**src/design/efc_pkg.sv**
```systemverilog
// Shared types, constants and character helpers for the expression field classifier.
// No dependencies; imported by efc_scanner, efc_result_fifo and the top level.
package efc_pkg;

  // Scanner phases between and inside fields
  typedef enum logic [4:0] {
    PH_IDLE,
    PH_STR,
    PH_ALPHA1,
    PH_VAR_AFTER,
    PH_VAR_SUFFIX,
    PH_FUNC_NAME,
    PH_FUNC_SUFFIX,
    PH_FUNC_BODY,
    PH_FUNC_CLOSE,
    PH_ARRAY_BODY,
    PH_ARRAY_CLOSE,
    PH_NUM_INT,
    PH_NUM_FRAC,
    PH_NUM_TAIL,
    PH_NUM_ESIGN,
    PH_NUM_EDIG1,
    PH_NUM_EDIG
  } phase_t;

  // Field class codes
  localparam logic [3:0] CLS_STRING      = 4'd0;
  localparam logic [3:0] CLS_FUNC        = 4'd1;
  localparam logic [3:0] CLS_STR_FUNC    = 4'd2;
  localparam logic [3:0] CLS_VAR         = 4'd3;
  localparam logic [3:0] CLS_STR_VAR     = 4'd4;
  localparam logic [3:0] CLS_ARRAY       = 4'd5;
  localparam logic [3:0] CLS_STR_ARRAY   = 4'd6;
  localparam logic [3:0] CLS_NUMBER      = 4'd7;
  localparam logic [3:0] CLS_OPERATOR    = 4'd8;

  // Characters
  localparam logic [7:0] CH_NUL    = 8'h00;
  localparam logic [7:0] CH_KEYMAX = 8'h1f;
  localparam logic [7:0] CH_SPACE  = 8'h20;
  localparam logic [7:0] CH_QUOTE  = 8'h22;
  localparam logic [7:0] CH_DOLLAR = 8'h24;
  localparam logic [7:0] CH_LPAREN = 8'h28;
  localparam logic [7:0] CH_RPAREN = 8'h29;
  localparam logic [7:0] CH_STAR   = 8'h2a;
  localparam logic [7:0] CH_PLUS   = 8'h2b;
  localparam logic [7:0] CH_MINUS  = 8'h2d;
  localparam logic [7:0] CH_DOT    = 8'h2e;
  localparam logic [7:0] CH_SLASH  = 8'h2f;
  localparam logic [7:0] CH_DIG0   = 8'h30;
  localparam logic [7:0] CH_DIG9   = 8'h39;
  localparam logic [7:0] CH_UP_E   = 8'h45;
  localparam logic [7:0] CH_CARET  = 8'h5e;
  localparam logic [7:0] CH_LOW_A  = 8'h61;
  localparam logic [7:0] CH_LOW_E  = 8'h65;
  localparam logic [7:0] CH_LOW_Z  = 8'h7a;

  // Field length cap: lesser of the length bound and the 8-bit field
  localparam int MAX_LENGTH = 255;
  localparam logic [7:0] LEN_CAP = (MAX_LENGTH < 255) ? 8'(MAX_LENGTH) : 8'd255;

  // Result queue depth (power of two)
  localparam int RES_DEPTH = 4;

  typedef struct packed {
    logic [3:0] field_class;
    logic       is_error;
    logic [7:0] field_length;
    logic       last;
  } result_t;

  // Up to two results pushed per processed character
  typedef struct packed {
    logic [1:0] n;
    result_t    r0;
    result_t    r1;
  } push_t;

  function automatic logic is_lower(logic [7:0] c);
    return (c >= CH_LOW_A) && (c <= CH_LOW_Z);
  endfunction

  function automatic logic is_digit(logic [7:0] c);
    return (c >= CH_DIG0) && (c <= CH_DIG9);
  endfunction

  function automatic logic is_op(logic [7:0] c);
    return (c == CH_CARET) || (c == CH_STAR) || (c == CH_SLASH) || (c == CH_PLUS) ||
           (c == CH_MINUS) || (c == CH_LPAREN) || (c == CH_RPAREN);
  endfunction

  function automatic logic is_delim(logic [7:0] c);
    return (c <= CH_KEYMAX) || (c == CH_SPACE) || (c == CH_CARET) || (c == CH_STAR) ||
           (c == CH_PLUS) || (c == CH_SLASH) || (c == CH_MINUS) || (c == CH_RPAREN);
  endfunction

  function automatic logic [7:0] bump_count(logic [7:0] cnt);
    return (cnt < LEN_CAP) ? cnt + 8'd1 : cnt;
  endfunction

endpackage

```
**src/design/efc_scanner.sv**
```systemverilog
// Field scanner: holds the scan state and turns one character into up to two results.
// Depends on efc_pkg.
module efc_scanner #(
  parameter int MAX_DEPTH = 255
) (
  input  logic             clk,
  input  logic             rst,
  input  logic             fire,
  input  logic [7:0]       character,
  input  logic             strings_enabled,
  output efc_pkg::push_t   push
);
  import efc_pkg::*;

  localparam int DW = $clog2(MAX_DEPTH + 1);
  localparam logic [DW-1:0] DEPTH_MAX = DW'(MAX_DEPTH);
  // longest lookahead chain within one character takes four passes
  // (name start, suffix check, delimiter, new field)
  localparam int PASSES = 4;

  typedef struct packed {
    phase_t        phase;
    logic [DW-1:0] depth;
    logic [7:0]    count;
    logic          suffix;
  } scan_state_t;

  typedef struct packed {
    scan_state_t st;
    logic        emit;
    result_t     res;
    logic        more;
    logic        skip;
  } step_t;

  scan_state_t st, st_next;
  logic        skip, skip_next;

  // One pass of the phase machine; emit clears the field state afterwards
  function automatic step_t step_fn(scan_state_t s, logic [7:0] c, logic se);
    step_t      o;
    logic       ec;
    logic       err;
    logic [3:0] cls;
    logic [3:0] bcls;
    phase_t     bclose;
    o = '0;
    o.st = s;
    ec = 1'b0;
    err = 1'b0;
    cls = CLS_OPERATOR;
    bcls = CLS_FUNC;
    bclose = PH_FUNC_CLOSE;
    unique case (s.phase)
      PH_IDLE: begin
        if (c == CH_NUL) begin
          o.st.phase = PH_IDLE;
        end else if (c == CH_QUOTE && se) begin
          o.st.phase = PH_STR;
        end else if (is_lower(c)) begin
          o.st.count = bump_count(s.count);
          o.st.phase = PH_ALPHA1;
        end else if (is_digit(c) || c == CH_DOT) begin
          o.st.count = bump_count(s.count);
          o.st.phase = PH_NUM_INT;
        end else if (is_op(c)) begin
          o.st.count = bump_count(s.count);
          ec = 1'b1;
        end else begin
          ec = 1'b1; err = 1'b1;
        end
      end
      PH_STR: begin
        cls = CLS_STRING;
        if (c == CH_QUOTE) begin
          ec = 1'b1;
        end else if (c == CH_NUL) begin
          ec = 1'b1; err = 1'b1;
        end else begin
          o.st.count = bump_count(s.count);
        end
      end
      PH_ALPHA1: begin
        if (is_lower(c)) begin
          o.st.count = bump_count(s.count);
          o.st.phase = PH_FUNC_NAME;
        end else if (is_digit(c)) begin
          o.st.count = bump_count(s.count);
          o.st.phase = PH_VAR_AFTER;
        end else begin
          o.st.phase = PH_VAR_AFTER;
          o.more = 1'b1;
        end
      end
      PH_VAR_AFTER: begin
        if (c == CH_DOLLAR && se) begin
          o.st.count = bump_count(s.count);
          o.st.suffix = 1'b1;
          o.st.phase = PH_VAR_SUFFIX;
        end else begin
          o.st.phase = PH_VAR_SUFFIX;
          o.more = 1'b1;
        end
      end
      PH_VAR_SUFFIX: begin
        cls = s.suffix ? CLS_STR_VAR : CLS_VAR;
        if (c == CH_LPAREN) begin
          o.st.count = bump_count(s.count);
          o.st.depth = DW'(1);
          o.st.phase = PH_ARRAY_BODY;
        end else if (is_delim(c)) begin
          ec = 1'b1; o.more = 1'b1;
        end else begin
          ec = 1'b1; err = 1'b1;
        end
      end
      PH_FUNC_NAME: begin
        if (is_lower(c) || is_digit(c)) begin
          o.st.count = bump_count(s.count);
        end else if (c == CH_DOLLAR && se) begin
          o.st.count = bump_count(s.count);
          o.st.suffix = 1'b1;
          o.st.phase = PH_FUNC_SUFFIX;
        end else begin
          o.st.phase = PH_FUNC_SUFFIX;
          o.more = 1'b1;
        end
      end
      PH_FUNC_SUFFIX: begin
        cls = CLS_FUNC;
        if (c == CH_LPAREN) begin
          o.st.count = bump_count(s.count);
          o.st.depth = DW'(1);
          o.st.phase = PH_FUNC_BODY;
        end else begin
          ec = 1'b1; err = 1'b1;
        end
      end
      PH_FUNC_BODY, PH_ARRAY_BODY: begin
        // balanced parens; the closing one moves on to the delimiter check
        if (s.phase == PH_ARRAY_BODY) begin
          bcls = s.suffix ? CLS_STR_ARRAY : CLS_ARRAY;
          bclose = PH_ARRAY_CLOSE;
        end else begin
          bcls = s.suffix ? CLS_STR_FUNC : CLS_FUNC;
          bclose = PH_FUNC_CLOSE;
        end
        cls = bcls;
        if (c == CH_NUL) begin
          ec = 1'b1; err = 1'b1;
        end else if (c == CH_LPAREN && s.depth >= DEPTH_MAX) begin
          ec = 1'b1; err = 1'b1;
        end else begin
          if (c == CH_LPAREN) begin
            o.st.depth = s.depth + DW'(1);
          end else if (c == CH_RPAREN) begin
            o.st.depth = s.depth - DW'(1);
          end
          o.st.count = bump_count(s.count);
          if (o.st.depth == '0) begin
            o.st.phase = bclose;
          end
        end
      end
      PH_FUNC_CLOSE: begin
        if (is_delim(c)) begin
          cls = s.suffix ? CLS_STR_FUNC : CLS_FUNC;
          ec = 1'b1; o.more = 1'b1;
        end else begin
          cls = CLS_FUNC;
          ec = 1'b1; err = 1'b1;
        end
      end
      PH_ARRAY_CLOSE: begin
        cls = s.suffix ? CLS_STR_ARRAY : CLS_ARRAY;
        if (is_delim(c)) begin
          ec = 1'b1; o.more = 1'b1;
        end else begin
          ec = 1'b1; err = 1'b1;
        end
      end
      PH_NUM_INT: begin
        if (is_digit(c)) begin
          o.st.count = bump_count(s.count);
        end else if (c == CH_DOT) begin
          o.st.count = bump_count(s.count);
          o.st.phase = PH_NUM_FRAC;
        end else begin
          o.st.phase = PH_NUM_TAIL;
          o.more = 1'b1;
        end
      end
      PH_NUM_FRAC: begin
        if (is_digit(c)) begin
          o.st.count = bump_count(s.count);
        end else begin
          o.st.phase = PH_NUM_TAIL;
          o.more = 1'b1;
        end
      end
      PH_NUM_TAIL: begin
        cls = CLS_NUMBER;
        if (c == CH_LOW_E || c == CH_UP_E) begin
          o.st.count = bump_count(s.count);
          o.st.phase = PH_NUM_ESIGN;
        end else if (is_delim(c)) begin
          ec = 1'b1; o.more = 1'b1;
        end else begin
          ec = 1'b1; err = 1'b1;
        end
      end
      PH_NUM_ESIGN: begin
        cls = CLS_NUMBER;
        if (c == CH_PLUS || c == CH_MINUS) begin
          o.st.count = bump_count(s.count);
          o.st.phase = PH_NUM_EDIG1;
        end else begin
          ec = 1'b1; err = 1'b1;
        end
      end
      PH_NUM_EDIG1: begin
        cls = CLS_NUMBER;
        if (is_digit(c)) begin
          o.st.count = bump_count(s.count);
          o.st.phase = PH_NUM_EDIG;
        end else begin
          ec = 1'b1; err = 1'b1;
        end
      end
      PH_NUM_EDIG: begin
        cls = CLS_NUMBER;
        if (is_digit(c)) begin
          o.st.count = bump_count(s.count);
        end else if (is_delim(c)) begin
          ec = 1'b1; o.more = 1'b1;
        end else begin
          ec = 1'b1; err = 1'b1;
        end
      end
      default: begin
        o.st.phase = PH_IDLE;
        o.more = 1'b1;
      end
    endcase
    // report the field and start over between fields
    if (ec) begin
      o.emit = 1'b1;
      o.res.field_class = cls;
      o.res.is_error = err;
      o.res.field_length = o.st.count;
      o.res.last = 1'b0;
      o.skip = err && (c != CH_NUL);
      o.st.count = '0;
      o.st.depth = '0;
      o.st.suffix = 1'b0;
      o.st.phase = PH_IDLE;
    end
    return o;
  endfunction

  // Chain of lookahead passes for the current character
  always_comb begin
    scan_state_t cur;
    step_t       so;
    logic        active;
    logic [1:0]  n;
    result_t     r0, r1;
    cur = st;
    so = '0;
    active = fire && !skip;
    n = 2'd0;
    r0 = '0;
    r1 = '0;
    skip_next = skip;
    if (fire && skip && character == CH_NUL) begin
      skip_next = 1'b0;
    end
    for (int p = 0; p < PASSES; p++) begin
      if (active) begin
        so = step_fn(cur, character, strings_enabled);
        if (so.emit) begin
          if (n == 2'd0) begin
            r0 = so.res;
          end else begin
            r1 = so.res;
          end
          n = n + 2'd1;
        end
        if (so.skip) begin
          skip_next = 1'b1;
        end
        cur = so.st;
        active = so.more;
      end
    end
    if (n == 2'd2) begin
      r1.last = 1'b1;
    end else begin
      r0.last = 1'b1;
    end
    st_next = cur;
    push.n = n;
    push.r0 = r0;
    push.r1 = r1;
  end

  // Scan state registers
  always_ff @(posedge clk) begin
    if (rst) begin
      st.phase <= PH_IDLE;
      st.depth <= '0;
      st.count <= '0;
      st.suffix <= 1'b0;
      skip <= 1'b0;
    end else if (fire) begin
      st <= st_next;
      skip <= skip_next;
    end
  end

  a_skip_idle: assert property (@(posedge clk) disable iff (rst)
    skip |-> st.phase == PH_IDLE)
    else $error("skip active outside the idle phase");

  a_depth_body: assert property (@(posedge clk) disable iff (rst)
    (st.depth != '0) |-> (st.phase == PH_FUNC_BODY || st.phase == PH_ARRAY_BODY))
    else $error("paren depth held outside a paren body");

  a_idle_empty: assert property (@(posedge clk) disable iff (rst)
    (st.phase == PH_IDLE) |-> (st.count == '0 && !st.suffix))
    else $error("field state not cleared between fields");

endmodule

```
**src/design/efc_result_fifo.sv**
```systemverilog
// Result queue: takes up to two results per cycle, hands out one per transfer.
// Depends on efc_pkg.
module efc_result_fifo (
  input  logic              clk,
  input  logic              rst,
  input  efc_pkg::push_t    push,
  input  logic              pop,
  output logic              space2,
  output logic              nonempty,
  output efc_pkg::result_t  head
);
  import efc_pkg::*;

  localparam int PW = $clog2(RES_DEPTH);
  localparam int CW = $clog2(RES_DEPTH + 1);

  result_t        mem [RES_DEPTH];
  logic [PW-1:0]  wr_ptr, rd_ptr;
  logic [CW-1:0]  cnt, cnt_next;

  assign space2   = cnt <= CW'(RES_DEPTH - 2);
  assign nonempty = cnt != '0;
  assign head     = mem[rd_ptr];
  assign cnt_next = cnt + CW'(push.n) - CW'(pop);

  // Entry storage
  always_ff @(posedge clk) begin
    if (push.n != 2'd0) begin
      mem[wr_ptr] <= push.r0;
    end
    if (push.n == 2'd2) begin
      mem[wr_ptr + PW'(1)] <= push.r1;
    end
  end

  // Pointers and fill count
  always_ff @(posedge clk) begin
    if (rst) begin
      wr_ptr <= '0;
      rd_ptr <= '0;
      cnt <= '0;
    end else begin
      wr_ptr <= wr_ptr + PW'(push.n);
      if (pop) begin
        rd_ptr <= rd_ptr + PW'(1);
      end
      cnt <= cnt_next;
    end
  end

  a_no_overflow: assert property (@(posedge clk) disable iff (rst)
    (push.n != 2'd0) |-> (cnt + CW'(push.n) - CW'(pop) <= CW'(RES_DEPTH)))
    else $error("result queue overflow");

  a_no_underflow: assert property (@(posedge clk) disable iff (rst)
    pop |-> nonempty)
    else $error("pop from empty result queue");

  a_count_track: assert property (@(posedge clk) disable iff (rst)
    1'b1 |=> cnt == $past(cnt_next))
    else $error("fill count lost track of transfers");

endmodule

```
**src/design/expression_field_classifier.sv**
```systemverilog
// Top level of the expression field classifier: input register, scanner, result queue.
// Depends on efc_pkg, efc_scanner and efc_result_fifo.
//
//  channel  | handshake            | payload
//  ---------+----------------------+-------------------------------------------
//  in       | in_valid / in_stall  | character
//  out      | out_valid / out_stall| field_class, is_error, field_length, last
//  cfg      | cfg_valid / cfg_ready| strings_enabled
//
// One character is taken per cycle while in_stall is low; its results pass through
// the input register, then the scanner into the result queue, before the output.
// A character with two results is handed out as two transfers; the four-entry queue
// absorbs that, and in_stall rises only when the queue lacks room for two.
// Synchronous reset clears the scan state and empties the queue; no clearing pass.
// out_stall holds the head result; cfg writes are always ready.
module expression_field_classifier #(
  parameter int MAX_DEPTH = 255
) (
  input  logic       clk,
  input  logic       rst,
  input  logic       in_valid,
  output logic       in_stall,
  input  logic [7:0] character,
  output logic       out_valid,
  input  logic       out_stall,
  output logic [3:0] field_class,
  output logic       is_error,
  output logic [7:0] field_length,
  output logic       last,
  input  logic       cfg_valid,
  output logic       cfg_ready,
  input  logic       strings_enabled
);
  import efc_pkg::*;

  logic       ireg_valid;
  logic [7:0] ireg_char;
  logic       se_reg;
  logic       space2;
  logic       fire;
  logic       pop;
  push_t      push;
  result_t    head;

  assign fire      = ireg_valid && space2;
  assign in_stall  = ireg_valid && !space2;
  assign pop       = out_valid && !out_stall;
  assign cfg_ready = 1'b1;

  assign field_class  = head.field_class;
  assign is_error     = head.is_error;
  assign field_length = head.field_length;
  assign last         = head.last;

  // Configuration register
  always_ff @(posedge clk) begin
    if (rst) begin
      se_reg <= 1'b1;
    end else if (cfg_valid && cfg_ready) begin
      se_reg <= strings_enabled;
    end
  end

  // Input register
  always_ff @(posedge clk) begin
    if (rst) begin
      ireg_valid <= 1'b0;
    end else if (!in_stall) begin
      ireg_valid <= in_valid;
    end
  end

  always_ff @(posedge clk) begin
    if (!in_stall && in_valid) begin
      ireg_char <= character;
    end
  end

  efc_scanner #(
    .MAX_DEPTH(MAX_DEPTH)
  ) u_scanner (
    .clk            (clk),
    .rst            (rst),
    .fire           (fire),
    .character      (ireg_char),
    .strings_enabled(se_reg),
    .push           (push)
  );

  efc_result_fifo u_fifo (
    .clk     (clk),
    .rst     (rst),
    .push    (push),
    .pop     (pop),
    .space2  (space2),
    .nonempty(out_valid),
    .head    (head)
  );

  a_push_only_on_fire: assert property (@(posedge clk) disable iff (rst)
    (push.n != 2'd0) |-> fire)
    else $error("results pushed without a processed character");

  a_stall_holds_input: assert property (@(posedge clk) disable iff (rst)
    $past(in_stall) |-> (ireg_valid && $stable(ireg_char)))
    else $error("input register changed while stalled");

  a_last_marks: assert property (@(posedge clk) disable iff (rst)
    (push.n == 2'd2) |-> (!push.r0.last && push.r1.last))
    else $error("last flag misplaced on a two-result character");

endmodule
```
**config.mk**
```make
export PLATFORM = sky130hd
export DESIGN_NAME = expression_field_classifier
export DESIGN_NICKNAME = d
export VERILOG_FILES = /design/src/design/efc_pkg.sv /design/src/design/efc_scanner.sv /design/src/design/efc_result_fifo.sv /design/src/design/expression_field_classifier.sv
export SDC_FILE = /design/constraint.sdc
export NUM_CORES = 1
export LEC_CHECK = 0
export BUFFER_PORTS_ARGS = -buffer_cell sky130_fd_sc_hd__buf_2
export CAP_MARGIN = 20
export CORE_ASPECT_RATIO = 0.6
export CORE_MARGIN = 5
export CORE_UTILIZATION = 25
export CTS_CLUSTER_SIZE = 10
export DETAILED_ROUTE_END_ITERATION = 16
export HOLD_SLACK_MARGIN = 0.12
export PLACE_DENSITY = 0.48
export SYNTH_ARGS = -nofsm -noshare
export SYNTH_HDL_FRONTEND = slang
export SYNTH_SLANG_ARGS = --single-unit
```
**constraint.sdc**
```tcl
create_clock -name clk -period 9 [get_ports clk]
set_input_delay 1.35 -clock clk [delete_from_list [all_inputs] [get_ports clk]]
set_output_delay 1.35 -clock clk [all_outputs]
set_load 0.005 [all_outputs]
```
==> flow_summary.ini <==
[clock_network]
cts_tree = built
cts_root_buf = clkbuf_16
cts_buffers = 9
cts_sinks = 98
clkTransAtPathRegs_ns = 0.10
postCtsHoldBufs = 0
clk_latency_ns = 0.40
clock_path_buffers = 2
htreeDepth = 3

[timing]
hold_ws_ns = 0.5124
hold_viol_final = 0
finalSetupViolCount = 0
slew_headroom_pct = 25.83
period_needed_ns = 8.644
rsz0062_at_grt = false
drv_slew = 0
worstMarginPinSlew_ns = 1.106
fin_skew_ns = 0.03306
post-route-period-util_pct = 96.05
max_freq_mhz = 115.7
fin_setup_tns_ns = 0

[synthesis]
ys_ff_latch = 98
synth-edff-count = 64
seq_area_frac_synth_pct = 19.70
synth_area_sq_mm = 0.01321
syn-num-nets = 1776
ys.flop_type = edfxtp_1
async_reset_ff_share_pct = 0
syn_inst = 1744
avgSynthCellArea_sq_um = 7.574
synth.distinct_cells = 132
yosysWarnings = 0

[final_layout]
num_antenna_cells = 0
postLayoutCellArea_sq_mm = 0.01565
biggestRegsByFlops = u_fifo.mem x56, u_scanner.st x22, ireg_char x8
mostFrequentLayoutCell = buf_4
fin_util_pct = 29.88
drive_gt1_share_pct = 21.14
most-common-layout-cells = buf_4, nand2_1, nor2_1
largest_register = u_fifo.mem
syn_to_final_growth_pct = 18.47
largest_reg_flops = 56
fin_nets = 1900

[place]
placed_cell_area_sq_mm = 0.01521
dp_hpwl_microns = 60490
portBuffers = 29
gp_congestion = 1.047

[drt]
wl_per_cell_microns = 29.08
drc = 0
drt_wl_total_microns = 74910
drtIter0Drc = 2800
vias_per_cell = 6.385
ant_nets = 0
first_pass_iters = 6
vias = 16448

[job]
maxCapViolCount = 0

[critical_path]
max_stage_delay_ns = 0.64
rr_worst_depth = 31
cp.required_ns = 9.06
end_kind = register
r2r-end = u_fifo.mem[0][10]$_DFFE_PP_
rr_startpoint = ireg_char[1]$_DFFE_PP_
arrival_ns = 8.70
startpoint_type = register
crit_path_top_delay_cell = or4b_4
crit_path_start = ireg_char[1]$_DFFE_PP_
criticalPathCategory = reg2reg
cp_max_fo = 15
r2r_slack_ns = 0.36

[outcome]
status = complete, no violations

[min_path]
hold_start = ireg_valid$_SDFFE_PP0N_
hold_class = reg2reg
hold_path_depth = 2
hold-path-endpoint = u_scanner.skip$_SDFFE_PP0P_

[grt]
grt_use_total_pct = 24.88
grt_max_degree = 31
antenna_found_initial = 4
overflow = 0
busiest_layer = met1
grtUsageMet2_pct = 29.88
gr-usage-met3_pct = 11.09
grt_pass1_wl_microns = 107800
grt_pass1_vias = 15050
grtUsageMet1_pct = 39.63

[floorplan]
core.rowCount = 65
initial_core_util_pct = 25.22
die_w_microns = 306.8
die_height_microns = 188.1
core_area_sq_mm = 0.05238
io_pins = 31
dieArea_sq_mm = 0.05768

[power]
power.density_mw_per_mm2 = 95.10
vdd_drop_max_mv = 0.08522
power_leakage_nw = 5.811
-- cell type report --
class,instances,area (sq um)
fill,5719,36730
multi-input combinational,1486,10010
sequential,98,2605
timing repair buffer,237,1728
tap,703,879.6
clock buffer,12,259.0
inverter,36,135.1
clock inverter,4,31.28
-- metal layers --
layer	wire length, microns	vias up
li1	-	7076
met1	35990	8073
met2	25780	1184
met3	11880	109
met4	1202	6
met5	48	-
-- synth_stat cells, drive strengths merged (23+ instances only) --
library cell,number,area [sq um]
a211oi,32,287.8
a21oi,116,625.6
a31oi,42,290.3
buf,52,321.6
clkbuf,72,270.3
dfxtp,34,680.7
edfxtp,64,1922
inv,36,135.1
mux2i,55,563.0
nand2,178,680.7
nand2b,24,150.1
nand3,80,405.4
nand4,23,156.4
nor2,173,654.4
nor3,65,340.3
o211ai,30,230.2
o21ai,123,653.1
o22ai,25,162.6
or3,32,205.2
-- critical path, delay by kind of cell (launching register included) --
| family | cells | cell delay (ns) |
|---|---|---|
| buf+inv | 8 | 1.53 |
| flops | 1 | 0.51 |
| fa+ha+maj | 4 | 0.94 |
| compound gates | 8 | 2.10 |
| simple gates | 10 | 2.90 |
| mux | 1 | 0.28 |
-- repair_timing --
item                                    4_1_cts  5_1_grt
gates resized for setup                       0       24
buffers inserted                              0        3
endpoints found under the setup margin        0      111
-- where the power goes --
part	switching (mW)	internal [mW]	total (mW)	leakage, nW
Sequential	0.0275	0.514	0.542	0.890
Combinational	0.325	0.197	0.522	4.77
Clock	0.215	0.210	0.425	0.146
Total	0.568	0.921	1.49	5.81
-- cells by family (layout without fill, tap and decap cells) --
kind of cell | Yosys count | in the layout | synth area share [%]
adders and majority gates | 19 | 19 | 1.838
and+or+nand+nor | 747 | 747 | 29.49
muxes | 75 | 75 | 7.161
buffers and inverters | 160 | 289 | 5.503
xor gates and xnor gates | 21 | 21 | 1.449
AOI/OAI and AO/OA | 623 | 623 | 34.83
other | 1 | 1 | 0.02839
DFF | 98 | 98 | 19.70
-- worst max path at each step --
stage / endpoint / slack (ns) / depth (start not counted)
6_report: u_fifo.mem[0][10]$_DFFE_PP_ / 0.36 / 31
4_1_cts: u_fifo.cnt[2]$_SDFF_PP0_ / 0.27 / 34
3_5_place_dp: u_fifo.cnt[2]$_SDFF_PP0_ / 0.34 / 34
3_3_place_gp: u_fifo.cnt[2]$_SDFF_PP0_ / 0.28 / 34
5_1_grt: u_fifo.mem[0][2]$_DFFE_PP_ / 0.005 / 35
2_1_floorplan: u_fifo.mem[1][0]$_DFFE_PP_ / 0.41 / 34
-- per-stage QoR --
stage | setup slack, ns | total power [mW] | cells
after floorplan | 0.4117 | 0.8280 | 1744
after global placement | 0.2809 | 1.039 | 2555
after detailed placement | 0.3416 | 1.039 | 2555
after CTS | 0.2744 | 1.467 | 2571
after global routing | 0.005012 | 1.542 | 2576
final | 0.3556 | 1.488 | 2576
Note: power is estimated with default switching activity, not from simulation.
